--- src/rtl/vfc_pkg.sv ---
package vfc_pkg;

    // geometry of the vowel path
    localparam int unsigned SLOT_COUNT   = 3;
    localparam int unsigned ANCHOR_COUNT = 5;

    // knob and frequency constants
    localparam logic [11:0] KNOB_FULL  = 12'd4095;
    localparam logic [12:0] POS_ONE    = 13'd4096;
    localparam logic [12:0] SHIFT_BASE = 13'd2048;
    localparam logic [14:0] HZ_MIN     = 15'd40;
    localparam logic [14:0] HZ_MAX     = 15'd6000;

    // last slot index
    localparam logic [1:0] SLOT_LAST = 2'd2;

    // decoded frame word, one per accepted input word
    typedef struct packed {
        logic [1:0]  seg0;
        logic [12:0] wt0;
        logic [1:0]  seg1;
        logic [12:0] wt1;
        logic [12:0] shift;
        logic        alt;
        logic [31:0] carrier;
    } t_frame;

    // anchor frequencies: [table][anchor][slot]
    localparam logic [12:0] T_HZ [0:1][0:4][0:2] = '{
        '{ '{13'd609,  13'd1000, 13'd2450},
           '{13'd400,  13'd1700, 13'd2300},
           '{13'd238,  13'd1741, 13'd2450},
           '{13'd325,  13'd700,  13'd2550},
           '{13'd415,  13'd1400, 13'd2200} },
        '{ '{13'd1000, 13'd2450, 13'd3300},
           '{13'd1700, 13'd2300, 13'd3500},
           '{13'd1741, 13'd2450, 13'd3300},
           '{13'd700,  13'd2550, 13'd3400},
           '{13'd1400, 13'd2200, 13'd3300} }
    };

    // anchor gains in Q12: [table][anchor][slot]
    localparam logic [12:0] T_GAIN [0:1][0:4][0:2] = '{
        '{ '{13'd4096, 13'd2052, 13'd1028},
           '{13'd4096, 13'd1454, 13'd1630},
           '{13'd4096, 13'd410,  13'd648},
           '{13'd4096, 13'd1028, 13'd205},
           '{13'd4096, 13'd1028, 13'd648} },
        '{ '{13'd4096, 13'd2052, 13'd1028},
           '{13'd4096, 13'd1454, 13'd1028},
           '{13'd4096, 13'd410,  13'd410},
           '{13'd4096, 13'd1028, 13'd205},
           '{13'd4096, 13'd1028, 13'd410} }
    };

endpackage

--- src/rtl/vfc_front.sv ---
module vfc_front
    import vfc_pkg::*;
(
    input  logic [11:0] i_knob_x,
    input  logic [11:0] i_knob_y,
    input  logic        i_alt_mode,
    input  logic [31:0] i_pitch_increment,
    output t_frame      o_frame
);

    logic [12:0] pos0;
    logic [12:0] pos1;

    // full scale knob maps to one, channel 1 walks the path backward
    assign pos0 = (i_knob_x == KNOB_FULL) ? POS_ONE : {1'b0, i_knob_x};
    assign pos1 = POS_ONE - pos0;

    // segment and weight per channel, end of path pinned to the last anchor
    always_comb begin
        if (pos0[12]) begin
            o_frame.seg0 = 2'd3;
            o_frame.wt0  = POS_ONE;
        end else begin
            o_frame.seg0 = pos0[11:10];
            o_frame.wt0  = {1'b0, pos0[9:0], 2'b00};
        end
        if (pos1[12]) begin
            o_frame.seg1 = 2'd3;
            o_frame.wt1  = POS_ONE;
        end else begin
            o_frame.seg1 = pos1[11:10];
            o_frame.wt1  = {1'b0, pos1[9:0], 2'b00};
        end
    end

    // formant shift factor and pass-through fields
    assign o_frame.shift   = SHIFT_BASE + {1'b0, i_knob_y};
    assign o_frame.alt     = i_alt_mode;
    assign o_frame.carrier = i_pitch_increment;

endmodule

--- src/rtl/vfc_queue.sv ---
module vfc_queue
    import vfc_pkg::*;
(
    input  logic   i_clk,
    input  logic   i_rst_n,
    input  logic   i_push,
    input  t_frame i_push_word,
    input  logic   i_pop,
    output t_frame o_head,
    output logic   o_empty,
    output logic   o_full
);

    t_frame     r_mem [0:1];
    logic       r_wr_ptr;
    logic       r_rd_ptr;
    logic [1:0] r_count;

    assign o_head  = r_mem[r_rd_ptr];
    assign o_empty = (r_count == 2'd0);
    assign o_full  = (r_count == 2'd2);

    // storage, no reset needed
    always_ff @(posedge i_clk) begin
        if (i_push) begin
            r_mem[r_wr_ptr] <= i_push_word;
        end
    end

    // pointers and fill count
    always_ff @(posedge i_clk) begin
        if (!i_rst_n) begin
            r_wr_ptr <= 1'b0;
            r_rd_ptr <= 1'b0;
            r_count  <= 2'd0;
        end else begin
            if (i_push) begin
                r_wr_ptr <= ~r_wr_ptr;
            end
            if (i_pop) begin
                r_rd_ptr <= ~r_rd_ptr;
            end
            if (i_push && !i_pop) begin
                r_count <= r_count + 2'd1;
            end else if (!i_push && i_pop) begin
                r_count <= r_count - 2'd1;
            end
        end
    end

endmodule

--- src/rtl/vfc_back.sv ---
module vfc_back
    import vfc_pkg::*;
#(
    parameter int unsigned SAMPLE_RATE_HZ = 48000
)(
    input  logic        i_clk,
    input  logic        i_rst_n,
    input  t_frame      i_head,
    input  logic        i_empty,
    output logic        o_pop,
    output logic        o_strobe,
    output logic        o_channel,
    output logic [1:0]  o_formant_slot,
    output logic [31:0] o_carrier_increment,
    output logic [29:0] o_formant_increment,
    output logic [12:0] o_formant_amplitude,
    output logic        o_last_result
);

    // hz * RECIP >> 31 equals floor(hz * 2^32 / rate) while hz * rate < 2^31
    localparam logic [63:0] RECIP =
        ((64'd1 << 63) + 64'(SAMPLE_RATE_HZ) - 64'd1) / 64'(SAMPLE_RATE_HZ);

    typedef struct packed {
        logic        ch;
        logic [1:0]  slot;
        logic        last;
        logic [31:0] carrier;
    } t_tag;

    // sequencer
    logic        r_ch;
    logic [1:0]  r_slot;
    logic        issue;
    logic        issue_last;

    // stage 1
    logic               r_s1_valid;
    t_tag               r_s1_tag;
    logic [12:0]        r_s1_hz_a;
    logic [12:0]        r_s1_gn_a;
    logic signed [27:0] r_s1_hz_prod;
    logic signed [27:0] r_s1_gn_prod;
    logic [12:0]        r_s1_shift;

    // stage 2
    logic               r_s2_valid;
    t_tag               r_s2_tag;
    logic [25:0]        r_s2_hzs;
    logic [12:0]        r_s2_gain;

    // stage 3
    logic               r_s3_valid;
    t_tag               r_s3_tag;
    logic [12:0]        r_s3_hz;
    logic [12:0]        r_s3_gain;

    // stage 4
    logic               r_s4_valid;
    t_tag               r_s4_tag;
    logic [44:0]        r_s4_plo;
    logic [44:0]        r_s4_phi;
    logic [12:0]        r_s4_gain;

    // output register
    logic               r_o_valid;
    t_tag               r_o_tag;
    logic [29:0]        r_o_inc;
    logic [12:0]        r_o_gain;

    // one result per cycle while a frame waits, pop with the sixth
    assign issue      = !i_empty;
    assign issue_last = r_ch && (r_slot == SLOT_LAST);
    assign o_pop      = issue && issue_last;

    always_ff @(posedge i_clk) begin
        if (!i_rst_n) begin
            r_ch   <= 1'b0;
            r_slot <= 2'd0;
        end else if (issue) begin
            if (r_slot == SLOT_LAST) begin
                r_slot <= 2'd0;
                r_ch   <= ~r_ch;
            end else begin
                r_slot <= r_slot + 2'd1;
            end
        end
    end

    // stage 1: anchor lookup and weighted difference
    logic [1:0]         seg;
    logic [2:0]         seg_next;
    logic [12:0]        wt;
    logic [12:0]        hz_a;
    logic [12:0]        hz_b;
    logic [12:0]        gn_a;
    logic [12:0]        gn_b;
    logic signed [13:0] hz_d;
    logic signed [13:0] gn_d;
    logic signed [13:0] wt_s;

    always_comb begin
        seg      = r_ch ? i_head.seg1 : i_head.seg0;
        wt       = r_ch ? i_head.wt1 : i_head.wt0;
        seg_next = {1'b0, seg} + 3'd1;
        hz_a     = T_HZ[i_head.alt][{1'b0, seg}][r_slot];
        hz_b     = T_HZ[i_head.alt][seg_next][r_slot];
        gn_a     = T_GAIN[i_head.alt][{1'b0, seg}][r_slot];
        gn_b     = T_GAIN[i_head.alt][seg_next][r_slot];
        hz_d     = $signed({1'b0, hz_b}) - $signed({1'b0, hz_a});
        gn_d     = $signed({1'b0, gn_b}) - $signed({1'b0, gn_a});
        wt_s     = $signed({1'b0, wt});
    end

    always_ff @(posedge i_clk) begin
        if (!i_rst_n) begin
            r_s1_valid <= 1'b0;
        end else begin
            r_s1_valid <= issue;
        end
        r_s1_tag.ch      <= r_ch;
        r_s1_tag.slot    <= r_slot;
        r_s1_tag.last    <= issue_last;
        r_s1_tag.carrier <= i_head.carrier;
        r_s1_hz_a        <= hz_a;
        r_s1_gn_a        <= gn_a;
        r_s1_hz_prod     <= hz_d * wt_s;
        r_s1_gn_prod     <= gn_d * wt_s;
        r_s1_shift       <= i_head.shift;
    end

    // stage 2: floor interpolation, then apply the formant shift
    logic signed [27:0] hz_sum;
    logic signed [27:0] gn_sum;
    logic [12:0]        hz_l;

    assign hz_sum = $signed({15'd0, r_s1_hz_a}) + (r_s1_hz_prod >>> 12);
    assign gn_sum = $signed({15'd0, r_s1_gn_a}) + (r_s1_gn_prod >>> 12);
    assign hz_l   = hz_sum[12:0];

    always_ff @(posedge i_clk) begin
        if (!i_rst_n) begin
            r_s2_valid <= 1'b0;
        end else begin
            r_s2_valid <= r_s1_valid;
        end
        r_s2_tag  <= r_s1_tag;
        r_s2_hzs  <= hz_l * r_s1_shift;
        r_s2_gain <= gn_sum[12:0];
    end

    // stage 3: round and clamp the shifted frequency
    logic [26:0] hz_rnd;
    logic [14:0] hz_q;
    logic [12:0] hz_c;

    assign hz_rnd = {1'b0, r_s2_hzs} + 27'd2048;
    assign hz_q   = hz_rnd[26:12];

    always_comb begin
        priority if (hz_q < HZ_MIN) begin
            hz_c = HZ_MIN[12:0];
        end else if (hz_q > HZ_MAX) begin
            hz_c = HZ_MAX[12:0];
        end else begin
            hz_c = hz_q[12:0];
        end
    end

    always_ff @(posedge i_clk) begin
        if (!i_rst_n) begin
            r_s3_valid <= 1'b0;
        end else begin
            r_s3_valid <= r_s2_valid;
        end
        r_s3_tag  <= r_s2_tag;
        r_s3_hz   <= hz_c;
        r_s3_gain <= r_s2_gain;
    end

    // stage 4: reciprocal product in two halves
    always_ff @(posedge i_clk) begin
        if (!i_rst_n) begin
            r_s4_valid <= 1'b0;
        end else begin
            r_s4_valid <= r_s3_valid;
        end
        r_s4_tag  <= r_s3_tag;
        r_s4_plo  <= r_s3_hz * RECIP[31:0];
        r_s4_phi  <= r_s3_hz * RECIP[63:32];
        r_s4_gain <= r_s3_gain;
    end

    // stage 5: combine halves into the phase increment
    logic [76:0] inc_full;

    assign inc_full = {r_s4_phi, 32'd0} + {32'd0, r_s4_plo};

    always_ff @(posedge i_clk) begin
        if (!i_rst_n) begin
            r_o_valid <= 1'b0;
        end else begin
            r_o_valid <= r_s4_valid;
        end
        r_o_tag  <= r_s4_tag;
        r_o_inc  <= inc_full[60:31];
        r_o_gain <= r_s4_gain;
    end

    assign o_strobe            = r_o_valid;
    assign o_channel           = r_o_tag.ch;
    assign o_formant_slot      = r_o_tag.slot;
    assign o_carrier_increment = r_o_tag.carrier;
    assign o_formant_increment = r_o_inc;
    assign o_formant_amplitude = r_o_gain;
    assign o_last_result       = r_o_tag.last;

endmodule

--- src/rtl/vowel_formant_control_frame.sv ---
// Vowel formant control frame. A knob word is taken when start is high and
// busy is low; it yields six result words, channel 0 slots 0..2 then channel 1
// slots 0..2, one per clock, each shown for one cycle with o_strobe high and
// o_last_result marking the sixth. The receiver cannot stall. The first result
// passes from the frame queue through pipeline stages 1 to 4 and the output
// register to the ports. A two-entry frame queue sits behind the input, and
// the result sequencer issues one result per cycle while a frame waits, so a
// sustained stream runs at one knob word per six results; busy rises only
// when the queue holds two frames, the one being sequenced and one behind it.
module vowel_formant_control_frame
    import vfc_pkg::*;
#(
    parameter int unsigned SAMPLE_RATE_HZ = 48000
)(
    input  logic        i_clk,
    input  logic        i_rst_n,
    input  logic        start,
    output logic        busy,
    input  logic [11:0] i_knob_x,
    input  logic [11:0] i_knob_y,
    input  logic        i_alt_mode,
    input  logic [31:0] i_pitch_increment,
    output logic        o_strobe,
    output logic        o_channel,
    output logic [1:0]  o_formant_slot,
    output logic [31:0] o_carrier_increment,
    output logic [29:0] o_formant_increment,
    output logic [12:0] o_formant_amplitude,
    output logic        o_last_result
);

    t_frame front_word;
    t_frame head_word;
    logic   q_empty;
    logic   q_full;
    logic   q_pop;
    logic   push;

    // accept a word whenever the queue has room
    assign busy = q_full;
    assign push = start && !q_full;

    // decode knobs into segment, weight and shift
    vfc_front u_front (
        .i_knob_x          (i_knob_x),
        .i_knob_y          (i_knob_y),
        .i_alt_mode        (i_alt_mode),
        .i_pitch_increment (i_pitch_increment),
        .o_frame           (front_word)
    );

    // frame queue between decode and result generation
    vfc_queue u_queue (
        .i_clk       (i_clk),
        .i_rst_n     (i_rst_n),
        .i_push      (push),
        .i_push_word (front_word),
        .i_pop       (q_pop),
        .o_head      (head_word),
        .o_empty     (q_empty),
        .o_full      (q_full)
    );

    // result sequencer and arithmetic pipeline
    vfc_back #(
        .SAMPLE_RATE_HZ (SAMPLE_RATE_HZ)
    ) u_back (
        .i_clk               (i_clk),
        .i_rst_n             (i_rst_n),
        .i_head              (head_word),
        .i_empty             (q_empty),
        .o_pop               (q_pop),
        .o_strobe            (o_strobe),
        .o_channel           (o_channel),
        .o_formant_slot      (o_formant_slot),
        .o_carrier_increment (o_carrier_increment),
        .o_formant_increment (o_formant_increment),
        .o_formant_amplitude (o_formant_amplitude),
        .o_last_result       (o_last_result)
    );

endmodule
--- config.mk ---
export PLATFORM = sky130hd
export DESIGN_NAME = vowel_formant_control_frame
export DESIGN_NICKNAME = d
export VERILOG_FILES = /design/src/rtl/vfc_pkg.sv /design/src/rtl/vfc_front.sv /design/src/rtl/vfc_queue.sv /design/src/rtl/vfc_back.sv /design/src/rtl/vowel_formant_control_frame.sv
export SDC_FILE = /design/constraint.sdc
export NUM_CORES = 2
export LEC_CHECK = 0
export BUFFER_PORTS_ARGS = -buffer_cell sky130_fd_sc_hd__buf_2
export CELL_PAD_IN_SITES_DETAIL_PLACEMENT = 0
export CELL_PAD_IN_SITES_GLOBAL_PLACEMENT = 1
export CORE_MARGIN = 3
export CORE_UTILIZATION = 46
export DETAILED_ROUTE_END_ITERATION = 10
export GPL_TIMING_DRIVEN = 0
export PLACE_DENSITY_LB_ADDON = 0.1
export SLEW_MARGIN = 20
export SYNTH_ARGS = -nofsm -noshare
export SYNTH_HDL_FRONTEND = slang
export SYNTH_SLANG_ARGS = --single-unit
--- constraint.sdc ---
create_clock -name i_clk -period 9.5 [get_ports i_clk]
set_input_delay 1.9 -clock i_clk [delete_from_list [all_inputs] [get_ports i_clk]]
set_output_delay 1.9 -clock i_clk [all_outputs]
set_load 0.1 [all_outputs]
==> impl_results.md <==
- Ports: about 140
- Gr busiest metal: met2
- Mux cell area share after synthesis: under 10%
- Row count: 110
- Finished Core Util: between 50% and 60%
- Via count: ~28000
- Synth Area in XOR/XNOR: 3.93%
- Clock transition at path regs: 70 ps
- WL final: ~100000 um
- Synth Area in Adders: between 40 and 50%
- Syn_nets: a little over 5000
- CP max stage cell: mux4_2
- Max_cap viols: 0
- Setup violations, final: 0
- Largest net degree at the start of global routing: between 40 and 50
- Prevailing post-synth register cell: dfxtp_1
- Hold Violations, Final: 0
- Core ar.: 0.0908 mm2
- Top cells by count, synth: inv_1 (772), fa_1 (556), ha_1 (485)
- Most used cell, CP: o21ai_2
- Share of layout cells above drive strength 1: between 10% and 20%
- Clock latency on the worst-skew pair: about 650 ps
- Buffers on Ports: 140
- Worst slew pin tran: around 1200 ps
- First-pass GRT wire length: roughly 160000 um
- Cells on worst reg2reg path: 37
- Setup WS post-layout: around 260 ps
- Layout Skew: 28.6 ps
- Critical path arrival: 9770 ps
- Initial Utilization: 46.8%
- Critical Path Max Stage Delay: 680 ps
- Final #Nets: 5420
- Final worst-path cycle share: slightly below 100%
- TritonCTS Sinks: 550
- Synth top area share: 26.2%
- F_max: 108 MHz
- Req. time, crit path: around 10000 ps
- Synth warnings: 0
- Reg area: around 0.012 mm2
- Crit path launch type: flip-flop
- Number of enable flip-flop cells after synthesis: approximately 140
- Crit path max fanout: 10
- M3 GR Usage: roughly 2.6%
- Root buffer cell: clkbuf_16
- Area grow syn2layout: 12.6%
- Worst hold path type: reg -> reg
- Vias per Instance: 5.04
- Hold EP: u_back.r_s3_tag[19]$_DFF_P_
- Maximum buffer depth of the clock tree: 3
- Gr ovfl total: 0
- R2R Setup Slk: around 260 ps
- Post-DP HPWL: 82600 um
- Area occupied by multi-input gates: 0.0274 mm2
- Synth area leaders: fa_1 (26%), dfxtp_1 (19%), ha_1 (14%)
- FFs w/ async S/R, synth: 0%
- CP endpoint kind: flip-flop
- Synth cell types: just over 80
- Post-synthesis compound-gate area fraction: under 10%
- Final min period: approximately 9000 ps
- Antenna fix cells: 0
- Met2 usage: between 30% and 40%
- Min-delay src: u_back.r_s2_tag[19]$_DFF_P_
- Dpl ws: -2280 ps
- Worst rel slew slack: around 16%
- Slew Limit Fails: 0
- Status: finished clean
- Flops & latches, synth: 550
- Vias in the first global route: 29100
- Mapped Avg Cell Area: approximately 10 um2
- Yosys top cell by area: fa_1
- First-pass iteration count of the detailed router: 7
- Hold path depth: 0
- Setup TNS: 0 ps
- Count leader, synth: inv_1
- Die area: between 0.09 and 0.1 mm2
- Simple-gate portion of the synthesized area: approximately 10%
- Largest family of logic cells by synthesized area: adder cells
- Mapped cell area: roughly 0.042 mm2
- Die X: a little over 300 um
- Filler cell count: between 8000 and 9000
- Seq/Total Area, Yosys: between 20 and 30%
- Post-Synthesis Cells: 4081
- GPL Wtd Cong: 0.950
- CTS tree: built
- Initial antenna violation count: 3
- H-Tree Depth: 2
- Remaining antenna violation count: 0
- Worst r2r dst: u_back.r_s1_gn_prod[24]$_DFF_P_
- WL per Instance: approximately 18 um
- Hold Buf Count CTS: 0
- DRC violations left: 0
- Die height: ~310 um
- Met1 usage: between 20 and 30%
- Crit Path Category: reg -> reg
- CTS Buf Count: slightly below 60
- Total Routing Usage GR: around 22%
- Starting DRT DRC Count: 1513
-- worst max path at each step --
stage | end | slack, ps | startpoint
floorplan | u_back.r_s1_gn_prod[24]$_DFF_P_ | 0.2 | flip-flop
global placement | u_back.r_s1_gn_prod[24]$_DFF_P_ | -2360 | flip-flop
detailed placement | u_back.r_s1_gn_prod[24]$_DFF_P_ | -2280 | flip-flop
CTS | u_back.r_s1_gn_prod[24]$_DFF_P_ | 6 | flip-flop
global route | u_back.r_s1_gn_prod[24]$_DFF_P_ | -30 | flip-flop
finish | u_back.r_s1_gn_prod[24]$_DFF_P_ | 260 | flip-flop
-- stage by stage --
stage	hold WS (ps)	instance area, um2	std cells
after floorplan	310	42500	4081
after global placement	310	44700	5397
after detailed placement	312	44800	5402
after CTS	323	47400	5531
after global routing	325	47800	5545
final	322	47800	5545
-- critical path: cells and delay by family, from the launching register on --
kind	cells	cell delay (ps)
flip-flops	1	330
AND/OR/NAND/NOR	7	1310
AO/OA/AOI/OAI	13	2340
adder cells (fa/ha/maj)	9	3470
buffers and inverters	6	740
multiplexers	1	680
XOR/XNOR	1	260
-- layout make-up --
cell class | count | area share, %
clock buffers | 80 | 3.48
plain buffers | 107 | 1.13
inverters | 774 | 6.11
flip-flops and latches | 550 | 26.0
clock inverters | 30 | 0.662
well taps | 1176 | 3.08
multi-input cells | 2644 | 57.2
repair buffers | 184 | 2.32
-- cells in the final DEF, fill, tap and decap left out, drive strengths merged, types with 11 or more instances in the layout --
master and n:
fa 556, o21ai 93, and2 79, mux2i 17
a21oi 108, or3 12, xor2 55, xnor2 133
and3b 11, a211oi 18, clkinv 13, nand2 364
a31oi 11, nand4 11, nor2b 31, a21o 33
buf 200, nor2 248, mux2 64, nand2b 40
or2 11, o21a 31, inv 783, and3 18
dfxtp 408, nor3 46, a21boi 21, ha 485
nand3 40, clkbuf 171, edfxtp 142
-- sequential cells by signal, summed over array words and instances, names as in the netlist, 15 cells and up, named ones only --
name / flops
u_back.r_s4_tag: 36
u_back.o_carrier_increment: 32
u_queue.r_mem: 142
u_back.o_formant_increment: 30
u_back.r_s4_plo: 15
u_back.r_s1_tag: 36
u_back.r_s2_hzs: 15
u_back.r_s3_tag: 36
u_back.r_s2_tag: 36
u_back.r_s4_phi: 26
-- routing by layer --
layer / wire length, um / up-vias
li1: - / 13400
met1: 44500 / 13800
met5: 9 / -
met4: 3020 / 2
met3: 4670 / 168
met2: 50000 / 632
-- cells by family (layout without fill, tap and decap cells) --
| kind of cell | Yosys count | in the layout |
|---|---|---|
| buffers and inverters | 887 | 1175 |
| XOR/XNOR | 189 | 189 |
| flip-flops | 550 | 550 |
| adder cells (fa/ha/maj) | 1041 | 1041 |
| multiplexers | 85 | 85 |
| AO/OA/AOI/OAI | 389 | 389 |
| AND/OR/NAND/NOR | 940 | 940 |
-- what timing repair did --
item | in CTS | in global routing
setup buffers | 23 | 16
resized for setup | 99 | 70
endpoints found under the setup margin | 21 | 10
pin swaps | 34 | 30
Power is not shown: default switching activity piles up to over one toggle a cycle in this logic, so the estimate is an artifact.
